`src/design/utg_pkg.sv`:
```
// shared constants, status codes and font range table for the utf-8 glyph index decoder
package utg_pkg;

    // bytes per glyph in the font image
    localparam int unsigned GLYPH_BYTES = 32;

    localparam int unsigned BYTE_W   = 8;
    localparam int unsigned STATUS_W = 3;
    localparam int unsigned CODE_W   = 21;
    localparam int unsigned COUNT_W  = 3;
    localparam int unsigned GLYPH_W  = 15;
    localparam int unsigned OFFSET_W = 20;

    localparam int unsigned NUM_RANGES = 11;

    localparam logic [BYTE_W-1:0] ASCII_SPACE = 8'h20;
    localparam logic [BYTE_W-1:0] MASK_CONT   = 8'h3F;
    localparam logic [BYTE_W-1:0] MASK_LEAD2  = 8'h1F;
    localparam logic [BYTE_W-1:0] MASK_LEAD3  = 8'h0F;
    localparam logic [BYTE_W-1:0] MASK_LEAD4  = 8'h07;

    typedef enum logic [STATUS_W-1:0] {
        ST_ASCII       = 3'd0,
        ST_IN_FONT     = 3'd1,
        ST_NOT_IN_FONT = 3'd2,
        ST_BAD_LEAD    = 3'd3,
        ST_CONTROL     = 3'd4
    } status_t;

    // first and last code point of each font range, and its first glyph index
    localparam logic [15:0] RANGE_FIRST [NUM_RANGES] = '{
        16'h4E00, 16'h9FA6, 16'h3400, 16'hF900, 16'h3000, 16'hFF00,
        16'hFE10, 16'hFE30, 16'h3200, 16'h31C0, 16'h2F00
    };
    localparam logic [15:0] RANGE_LAST [NUM_RANGES] = '{
        16'h9FA5, 16'h9FD5, 16'h4DB5, 16'hFAD9, 16'h303F, 16'hFFEE,
        16'hFE19, 16'hFE4F, 16'h33FF, 16'h31E3, 16'h2FD5
    };
    localparam logic [GLYPH_W-1:0] RANGE_BASE [NUM_RANGES] = '{
        15'd0,     15'd20902, 15'd20950, 15'd27532, 15'd28006, 15'd28070,
        15'd28309, 15'd28319, 15'd28351, 15'd28863, 15'd28899
    };

endpackage

```
`src/design/utf8_to_glyph_index_unit.sv`:
```
// utf-8 byte stream decoder giving code point, byte count and font glyph index
// the byte completing a result is held in the input register, then decoded into the
//   result register; throughput: one byte per cycle while the output is not stalled,
//   set by the single decode pass over the input register
// lead bytes of longer sequences and inner continuation bytes give no result
// reset (aresetn low, synchronous) empties both registers and returns the decoder to idle
module utf8_to_glyph_index_unit (
    input  logic        aclk,
    input  logic        aresetn,
    // byte stream in
    input  logic        s_valid,
    output logic        s_ready,
    input  logic [7:0]  s_byte_in,
    // decoded characters out
    output logic        m_valid,
    input  logic        m_ready,
    output logic [2:0]  m_status,
    output logic [20:0] m_code_point,
    output logic [2:0]  m_byte_count,
    output logic [14:0] m_glyph_index,
    output logic [19:0] m_glyph_offset
);

    // input register
    logic                         in_valid_reg;
    logic [utg_pkg::BYTE_W-1:0]   in_byte_reg;

    // decoder state
    logic [1:0]                   bytes_left_reg, bytes_left_next;
    logic [2:0]                   seq_length_reg, seq_length_next;
    logic [utg_pkg::CODE_W-1:0]   code_accum_reg, code_accum_next;

    // result register
    logic                         out_valid_reg;
    utg_pkg::status_t             status_reg, status_next;
    logic [utg_pkg::CODE_W-1:0]   code_point_reg, code_point_next;
    logic [utg_pkg::COUNT_W-1:0]  byte_count_reg, byte_count_next;
    logic [utg_pkg::GLYPH_W-1:0]  glyph_index_reg, glyph_index_next;
    logic [utg_pkg::OFFSET_W-1:0] glyph_offset_reg, glyph_offset_next;

    logic                         produce;
    logic                         advance;

    // range lookup
    logic                         found;
    logic [utg_pkg::GLYPH_W-1:0]  font_glyph;
    logic [15:0]                  range_diff;
    logic [31:0]                  offset_full;

    // the held byte moves on once the result register is free or being drained
    assign advance = in_valid_reg && (!out_valid_reg || m_ready);
    assign s_ready = !in_valid_reg || advance;

    // decode of the held byte against the current state
    always_comb begin
        bytes_left_next = bytes_left_reg;
        seq_length_next = seq_length_reg;
        code_accum_next = code_accum_reg;
        produce         = 1'b0;
        if (bytes_left_reg == 2'd0) begin
            if (in_byte_reg[7] == 1'b0) begin
                // plain ascii completes at once
                seq_length_next = 3'd1;
                code_accum_next = {13'd0, in_byte_reg};
                produce         = 1'b1;
            end else if (in_byte_reg[7:5] == 3'b110) begin
                seq_length_next = 3'd2;
                bytes_left_next = 2'd1;
                code_accum_next = {13'd0, in_byte_reg & utg_pkg::MASK_LEAD2};
            end else if (in_byte_reg[7:4] == 4'b1110) begin
                seq_length_next = 3'd3;
                bytes_left_next = 2'd2;
                code_accum_next = {13'd0, in_byte_reg & utg_pkg::MASK_LEAD3};
            end else if (in_byte_reg[7:3] == 5'b11110) begin
                seq_length_next = 3'd4;
                bytes_left_next = 2'd3;
                code_accum_next = {13'd0, in_byte_reg & utg_pkg::MASK_LEAD4};
            end else begin
                // stray continuation or over-long lead: error, stay idle
                produce = 1'b1;
            end
        end else begin
            // any byte inside a sequence counts as a continuation byte
            code_accum_next = {code_accum_reg[14:0], in_byte_reg[5:0]};
            bytes_left_next = bytes_left_reg - 2'd1;
            produce         = (bytes_left_reg == 2'd1);
        end
    end

    // parallel range compares, first hit wins (ranges do not overlap)
    always_comb begin
        found      = 1'b0;
        font_glyph = '0;
        range_diff = '0;
        for (int i = 0; i < utg_pkg::NUM_RANGES; i++) begin
            if (!found
                && code_accum_next >= {5'd0, utg_pkg::RANGE_FIRST[i]}
                && code_accum_next <= {5'd0, utg_pkg::RANGE_LAST[i]}) begin
                found      = 1'b1;
                range_diff = code_accum_next[15:0] - utg_pkg::RANGE_FIRST[i];
                font_glyph = range_diff[utg_pkg::GLYPH_W-1:0] + utg_pkg::RANGE_BASE[i];
            end
        end
        offset_full = {17'd0, font_glyph} * 32'(utg_pkg::GLYPH_BYTES);
    end

    // result fields
    always_comb begin
        status_next       = utg_pkg::ST_BAD_LEAD;
        code_point_next   = '0;
        byte_count_next   = '0;
        glyph_index_next  = '0;
        glyph_offset_next = '0;
        if (bytes_left_reg == 2'd0) begin
            if (in_byte_reg[7] == 1'b0) begin
                code_point_next = {13'd0, in_byte_reg};
                byte_count_next = 3'd1;
                if (in_byte_reg >= utg_pkg::ASCII_SPACE) begin
                    status_next      = utg_pkg::ST_ASCII;
                    glyph_index_next = {7'd0, in_byte_reg - utg_pkg::ASCII_SPACE};
                end else begin
                    status_next = utg_pkg::ST_CONTROL;
                end
            end
        end else begin
            code_point_next = code_accum_next;
            byte_count_next = seq_length_reg;
            if (found) begin
                status_next       = utg_pkg::ST_IN_FONT;
                glyph_index_next  = font_glyph;
                glyph_offset_next = offset_full[utg_pkg::OFFSET_W-1:0];
            end else begin
                status_next = utg_pkg::ST_NOT_IN_FONT;
            end
        end
    end

    // control registers
    always_ff @(posedge aclk) begin
        if (!aresetn) begin
            in_valid_reg   <= 1'b0;
            out_valid_reg  <= 1'b0;
            bytes_left_reg <= '0;
            seq_length_reg <= '0;
            code_accum_reg <= '0;
        end else begin
            if (s_ready) begin
                in_valid_reg <= s_valid;
            end
            if (advance) begin
                bytes_left_reg <= bytes_left_next;
                seq_length_reg <= seq_length_next;
                code_accum_reg <= code_accum_next;
            end
            if (advance && produce) begin
                out_valid_reg <= 1'b1;
            end else if (m_ready) begin
                out_valid_reg <= 1'b0;
            end
        end
    end

    // payload registers
    always_ff @(posedge aclk) begin
        if (s_ready && s_valid) begin
            in_byte_reg <= s_byte_in;
        end
        if (advance && produce) begin
            status_reg       <= status_next;
            code_point_reg   <= code_point_next;
            byte_count_reg   <= byte_count_next;
            glyph_index_reg  <= glyph_index_next;
            glyph_offset_reg <= glyph_offset_next;
        end
    end

    assign m_valid        = out_valid_reg;
    assign m_status       = status_reg;
    assign m_code_point   = code_point_reg;
    assign m_byte_count   = byte_count_reg;
    assign m_glyph_index  = glyph_index_reg;
    assign m_glyph_offset = glyph_offset_reg;

`ifndef SYNTH
    // a font hit only comes from a multibyte sequence
    a_font_multibyte: assert property (@(posedge aclk) disable iff (!aresetn)
        m_valid && m_status == utg_pkg::ST_IN_FONT |-> m_byte_count >= 3'd2)
        else $error("font hit with fewer than two bytes");

    // bad lead results carry no code point and no length
    a_bad_lead_zero: assert property (@(posedge aclk) disable iff (!aresetn)
        m_valid && m_status == utg_pkg::ST_BAD_LEAD |->
        m_code_point == '0 && m_byte_count == '0 && m_glyph_index == '0)
        else $error("bad lead result not cleared");

    // only font hits address the font
    a_offset_font_only: assert property (@(posedge aclk) disable iff (!aresetn)
        m_valid && m_status != utg_pkg::ST_IN_FONT |-> m_glyph_offset == '0)
        else $error("glyph offset outside a font hit");

    // inside a sequence the remaining count stays below the sequence length
    a_seq_bound: assert property (@(posedge aclk) disable iff (!aresetn)
        bytes_left_reg != 2'd0 |-> seq_length_reg > {1'b0, bytes_left_reg})
        else $error("remaining byte count exceeds sequence length");
`endif

endmodule
```
`config.mk`:
```
export PLATFORM = sky130hd
export DESIGN_NAME = utf8_to_glyph_index_unit
export DESIGN_NICKNAME = d
export VERILOG_FILES = /design/src/design/utg_pkg.sv /design/src/design/utf8_to_glyph_index_unit.sv
export SDC_FILE = /design/constraint.sdc
export NUM_CORES = 1
export LEC_CHECK = 0
export BUFFER_PORTS_ARGS = -buffer_cell sky130_fd_sc_hd__buf_2
export CAP_MARGIN = 20
export CORE_MARGIN = 2
export CORE_UTILIZATION = 25
export DETAILED_ROUTE_END_ITERATION = 12
export GPL_TIMING_DRIVEN = 1
export SYNTH_ARGS = -nofsm -noshare
export SYNTH_HDL_FRONTEND = slang
export SYNTH_SLANG_ARGS = --single-unit
```
`constraint.sdc`:
```
create_clock -name aclk -period 7.6 [get_ports aclk]
set_input_delay 0.76 -clock aclk [delete_from_list [all_inputs] [get_ports aclk]]
set_output_delay 0.76 -clock aclk [all_outputs]
set_load 0.02 [all_outputs]
```
Word-level counts from Yosys, hierarchy flattened. Cells that the tools add are included.

Flip-flop bits (word level): 98. Bits in latches: 0. RAM bits: 0. ROM bits: 0. Output and inout bits: 64. Word-level logic and storage cells: 164. Memories kept: 0.

$add $sub $neg: 23. Multiply operators: 0. Divide/modulo/power cells: 0. $lt $le $gt $ge: 23. Equality and inequality tests: 7. Shifts and indexed selects: 0. Multiplexer cells: 55. Bitwise gates (word level): 1. Reduce and logical (&&, ||, !) cells: 43.

Operators by type and width (number): 15-bit 2-to-1 mux (13); 15-bit adder (second input constant) (10); 21-bit by 16-bit <= comparator with 1-bit output (second input constant) (6); 21-bit 2-to-1 mux (6); 21-bit by 14-bit greater-or-equal comparator with 1-bit output (second input constant) (5); 21-bit by 16-bit greater-or-equal comparator with 1-bit output (second input constant) (5); 21-bit by 14-bit <= comparator with 1-bit output (second input constant) (4); 15-bit by 14-bit subtractor with 15-bit output (second input constant) (5); 15-bit subtractor (second input constant) (5); 1-bit logical AND (24); 3-bit 2-to-1 mux (8); 21-bit by 15-bit greater-or-equal comparator with 1-bit output (second input constant) (1); 21-bit by 15-bit <= comparator with 1-bit output (second input constant) (1); 1-bit 2-to-1 mux (19); 8-bit 2-to-1 mux (2); 15-bit by 13-bit subtractor with 15-bit output (second input constant) (1); 1-bit zero test (12); 2-bit 2-to-1 mux (6); 8-bit by 6-bit greater-or-equal comparator with 1-bit output (second input constant) (1); 8-bit by 6-bit subtractor with 8-bit output (second input constant) (1); 7-bit 2-to-1 mux (1); 3-bit AND reduction (2); 5-bit equality test (second input constant) (1); 4-bit equality test (second input constant) (1); other kinds (11) (12).

Longest topological paths before layout.
Word-level depth: 51. Gate-level depth with buffers: 22. Mapped depth without buffers: 18.

Least setup slack after synthesis. OpenSTA, ideal clock, no wires.

Path type: register to register. Start point: register in_byte_reg[5] (netlist name). End point: register byte_count_reg (netlist bit m_byte_count[0]), enable pin. Setup time: 551 ps. Data arrival time: 5235 ps. Data required time: 7049 ps. Setup slack: 1814 ps. Cell stages (with the launch flop): 6. Path buffers: 1. Clock period less this slack: 5786 ps. Cells stage by stage: edfxtp_1 ha_1 and3b_1 clkbuf_1 o31a_1 a311oi_1.

Longest elaborated chain between the ends: 7.

Ends and longest elaborated chain: start, declared (RTL line utf8_to_glyph_index_unit.sv:26) `logic [utg_pkg::BYTE_W-1:0] in_byte_reg;`; start signal, assigned (RTL line utf8_to_glyph_index_unit.sv:166) `in_byte_reg <= s_byte_in;`; 5-bit equality test (RTL line utf8_to_glyph_index_unit.sv:74) `end else if (in_byte_reg[7:3] == 5'b11110) begin`; 1-bit 2-to-1 mux (RTL line utf8_to_glyph_index_unit.sv:74); 1-bit 2-to-1 mux (RTL line utf8_to_glyph_index_unit.sv:70) `end else if (in_byte_reg[7:4] == 4'b1110) begin`; 1-bit 2-to-1 mux * (RTL line utf8_to_glyph_index_unit.sv:66) `end else if (in_byte_reg[7:5] == 3'b110) begin`; 1-bit 2-to-1 mux * (RTL line utf8_to_glyph_index_unit.sv:61) `if (in_byte_reg[7] == 1'b0) begin`; 1-bit 2-to-1 mux * (RTL line utf8_to_glyph_index_unit.sv:60) `if (bytes_left_reg == 2'd0) begin`; 1-bit logical AND * (RTL line utf8_to_glyph_index_unit.sv:168) `if (advance && produce) begin`; end signal, assigned (RTL line utf8_to_glyph_index_unit.sv:171) `byte_count_reg <= byte_count_next;`; end, declared (RTL line utf8_to_glyph_index_unit.sv:37) `logic [utg_pkg::COUNT_W-1:0] byte_count_reg, byte_count_next;`.

Every way passes the cells marked *; elsewhere a longest branch is shown, timed or not. A chain may end at the register's enable or synchronous reset.

Final worst setup path.
Start point: register in_byte_reg[5] (netlist name). End point: register glyph_index_reg (netlist bit m_glyph_index[3]), data pin.

Longest elaborated chain between the ends: 51.

Ends and longest elaborated chain: 5-bit equality test (RTL line utf8_to_glyph_index_unit.sv:74); 21-bit 2-to-1 mux (RTL line utf8_to_glyph_index_unit.sv:74); 21-bit 2-to-1 mux (RTL line utf8_to_glyph_index_unit.sv:70); 21-bit 2-to-1 mux * (RTL line utf8_to_glyph_index_unit.sv:66); 21-bit 2-to-1 mux * (RTL line utf8_to_glyph_index_unit.sv:61); 21-bit 2-to-1 mux * (RTL line utf8_to_glyph_index_unit.sv:60); via code_accum_next, one bit (RTL line utf8_to_glyph_index_unit.sv:31) `logic [utg_pkg::CODE_W-1:0] code_accum_reg, code_accum_next;`; 21-bit by 15-bit greater-or-equal comparator with 1-bit output or 21-bit by 16-bit <= comparator with 1-bit output (tied branches) (RTL line utf8_to_glyph_index_unit.sv:97, utf8_to_glyph_index_unit.sv:98); [... 37 more ...]; 1-bit 2-to-1 mux (RTL line utf8_to_glyph_index_unit.sv:96) `if (!found`; 1-bit zero test (RTL line utf8_to_glyph_index_unit.sv:96); 1-bit logical AND (RTL line utf8_to_glyph_index_unit.sv:97) `&& code_accum_next >= {5'd0, utg_pkg::RANGE_FIRST[i]}`; 1-bit logical AND (RTL line utf8_to_glyph_index_unit.sv:98) `&& code_accum_next <= {5'd0, utg_pkg::RANGE_LAST[i]}) begin`; 15-bit 2-to-1 mux or 1-bit 2-to-1 mux (tied branches) (RTL line utf8_to_glyph_index_unit.sv:96); 15-bit 2-to-1 mux * (RTL line utf8_to_glyph_index_unit.sv:128) `if (found) begin`; 15-bit 2-to-1 mux * (RTL line utf8_to_glyph_index_unit.sv:114) `if (bytes_left_reg == 2'd0) begin`; via glyph_index_next, one bit (RTL line utf8_to_glyph_index_unit.sv:38) `logic [utg_pkg::GLYPH_W-1:0] glyph_index_reg, glyph_index_next;`; end signal, assigned (RTL line utf8_to_glyph_index_unit.sv:172) `glyph_index_reg <= glyph_index_next;`; end, declared (RTL line utf8_to_glyph_index_unit.sv:38).

Mark *: on every way through the listed nets, which the timed path passes. The rest lies on a longest branch.

==> metrics.md <==
| Metric | Value |
|---|---|
| Diodes inserted | 0 |
| CTS sink count | 86 |
| Arr. time, crit path | 6.65 ns |
| Detailed Route WL | 30600 µm |
| Final setup violating endpoints | 0 |
| Fill count | 3115 |
| Worst-margin pin slew | 1.09 ns |
| Setup WS pre-CTS | 1.28 ns |
| Max-slew violations | 0 |
| Core Region | ~29000 µm² |
| Final Hold Fails | 0 |
| CTS H-tree lvls | 3 |
| CP max stage cell | a311oi_1 |
| Initial antenna violation count | 0 |
| Critical path's top delay family | compound AO/OA/AOI/OAI gates |
| Async S/R FF share, synth | 0 |
| Status | complete, no violations |
| Synth top area share | 0.236 |
| Worst Reg2Reg Path Length in Cells | 21 |
| Crit path from | in_byte_reg[5] |
| Crit start category | flip-flop |
| Die width | 176 µm |
| Vias in the first global route | 7204 |
| FF+latch count, synth | 86 |
| Via-to-Cell Ratio | 5.93 |
| Syn_area_per_cell | approximately 8.3 µm² |
| Peak VDD IR | 0.000130 V |
| Die area | 30900 µm² |
| Post-CTS Setup Bufs | 0 |
| # port buffers | 70 |
| Global-route wire length before repair | 45500 µm |
| Most frequent CP cell | buf_4 |
| Yosys Warn Count | 0 |
| WP buf/inv | 5 |
| All-Layer GR Usage | 0.195 |
| Fin crit share | 0.852 |
| Worst r2r dst | m_glyph_index[3] |
| Clock tree root driver cell | clkbuf_16 |
| Pin count of the biggest net entering global routing | 36 |
| Clock slew seen by the registers of the worst setup and hold paths | roughly 0.070 ns |
| Share of cells above drive strength 1 | 0.168 |
| Worst hold slack | slightly below 0.5 ns |
| Syn Inst Count | 889 |
| Most frequent cell after synthesis | nand2_1 |
| Hpwl dp | 22100 µm |
| Drt initial violations | approximately 1100 |
| Setup crit end | m_glyph_index[3] |
| Final WS setup | approximately 1.1 ns |
| Vias | 7801 |
| Residual DRC | 0 |
| Gp weighted congestion | between 0.9 and 1 |
| Rows | 62 |
| CTS buffer count | 9 |
| Drt pass-1 iters | 8 |
| IO Pins | 76 |
| Critical path cell sequence | inv_1 > ha_1 > nor4b_4 > buf_4 > nand3_1 > buf_4 > mux2i_1 > clkinv_1 > ha_1 > nand2_1 > nor4_1 > a311oi_1 > a21oi_1 > or3_1 > a21oi_1 > or3_1 > buf_4 > nor2_1 > a31o_2 > o21bai_1 > o31ai_1 |
| Fmax | 0.155 GHz |
| Starting Density | 0.255 |
| Most common flop cell mapped by yosys | edfxtp_1 |
| Post-CTS sizing | 0 |
| Worst-skew pair later-pin latency | around 0.36 ns |
| Post-CTS Hold Buffers | 0 |
| Nets | 960 |
| R2r startpoint | in_byte_reg[5] |
| R2r setup slk | approximately 1.1 ns |
| Die H | 176 µm |
| Multi-input logic area | 4660 µm² |
| Crit-path max cell delay | 0.78 ns |
| Area grow syn2layout | 13.7% |
| CTS Buffer Depth | 2 |
| GRT Residual Overflow | 0 |
| Leakage | 3.16 nW |
| Worst Skew | 0.0155 ns |
| CTS tree | yes |
| CP Class | flip-flop to flip-flop |
| CP Max Fanout | 22 |
| CP endpoint kind | flip-flop |
| Synth Cell Area | 7370 µm² |
| Cell taking the most area after synthesis | edfxtp_1 |
| # Max-Cap Violations | 0 |
| Distinct cells, synth | roughly 90 |
| Largest cells by area after synthesis | edfxtp_1 24%, dfxtp_1 7.6%, nand2_1 5.0%, a21oi_1 4.4%, ha_1 3.7% |
| Hold WC Path Type | flip-flop to flip-flop |
| PwrDens | 168 nW/µm² |
| Unrepaired setup endpoints after global routing | no |
| Setup TNS | 0 ns |
| Rel. slew slack | 0.269 |
| Most frequent cells after synthesis | 98 x nand2_1, 65 x a21oi_1, 59 x nor2_1 |
| Detail Route Antenna Nets | 0 |
| Register Area | 2300 µm² |
| Avg WL per Cell | about 23 µm |
| Worst Path Required | 7.78 ns |
| Seq/Total Area, Yosys | 0.312 |
| Post-synth EDFFs | 58 |
| Crit path time final | 6.47 ns |
| Crit. path cell count | 21 |
[worst reg2reg max path, cell delays in order, from the launching register on]
cell      delay [ns]
edfxtp_1        0.48
inv_1           0.13
ha_1            0.32
nor4b_4         0.24
buf_4           0.33
nand3_1         0.12
buf_4           0.23
mux2i_1         0.21
clkinv_1        0.37
ha_1            0.37
nand2_1         0.07
nor4_1          0.04
a311oi_1        0.78
a21oi_1         0.23
or3_1           0.39
a21oi_1         0.36
or3_1           0.44
buf_4           0.27
nor2_1          0.10
a31o_2          0.39
o21bai_1        0.25
o31ai_1         0.20
[layout make-up]
cell class                 instances  area share
clock buffer                       9      0.0269
clock inverter                     7     0.00881
inverter                          21     0.00941
multi-input combinational        710       0.556
sequential                        86       0.275
tap                              384      0.0573
timing repair buffer              98      0.0669
[metal layers]
metal | up-vias | GRT usage | share of wire
met5 | - | 0 | 0
met4 | 0 | 0.0968 | 0.051
met1 | 3695 | 0.257 | 0.41
met2 | 545 | 0.302 | 0.44
met3 | 104 | 0.0383 | 0.10
li1 | 3457 | - | -
[layout by cell type, fill, tap and decap left out, types with 9 or more instances in the layout]
cell / n
a211oi_1: 17
a21o_1: 9
a21oi_1: 64
a22oi_1: 9
and2_1: 22
buf_2: 70
buf_4: 28
clkbuf_16: 9
dfxtp_1: 28
edfxtp_1: 58
ha_1: 22
inv_1: 18
nand2_1: 98
nand3_1: 27
nand4_1: 24
nor2_1: 59
nor2b_1: 10
nor3_1: 30
nor4_1: 10
o211a_1: 19
o21a_1: 20
o21ai_0: 43
o21ai_1: 10
o22ai_1: 12
o31ai_1: 10
xnor2_1: 23
[metrics by stage]
step	area [µm²]	cells	util	power [W]
global route	8380	1315	0.290	0.00146
global placement	8080	1299	0.280	0.000952
floorplan	7390	893	-	0.000820
detailed placement	8080	1299	0.280	0.000945
CTS	8380	1315	0.290	0.00140
finish	8380	1315	0.290	0.00141
[kinds of logic after synthesis]
group,synth area share
xor gates and xnor gates,0.0273
DFF,0.312
and+or+nand+nor,0.243
AOI/OAI and AO/OA,0.308
buffers and inverters,0.0631
other,0.000509
muxes,0.00815
adders and majority gates,0.0373
[power by group]
| group | internal [W] | switching, W |
|---|---|---|
| Sequential | 0.000522 | 0.0000216 |
| Combinational | 0.000125 | 0.000282 |
| Clock | 0.000233 | 0.000223 |
| Total | 0.000880 | 0.000527 |
[how the worst min path moves through the flow]
stage	startpoint	to	slack (ns)	depth (start not counted)
after floorplan	seq_length_reg[2]	seq_length_reg[2]	0.45	2
after global placement	seq_length_reg[2]	seq_length_reg[2]	0.47	2
after detailed placement	seq_length_reg[2]	seq_length_reg[2]	0.49	2
after CTS	seq_length_reg[2]	seq_length_reg[2]	0.50	2
after global routing	seq_length_reg[2]	seq_length_reg[2]	0.51	2
final	seq_length_reg[2]	seq_length_reg[2]	0.49	2
Power figures use the tool's default switching activity.
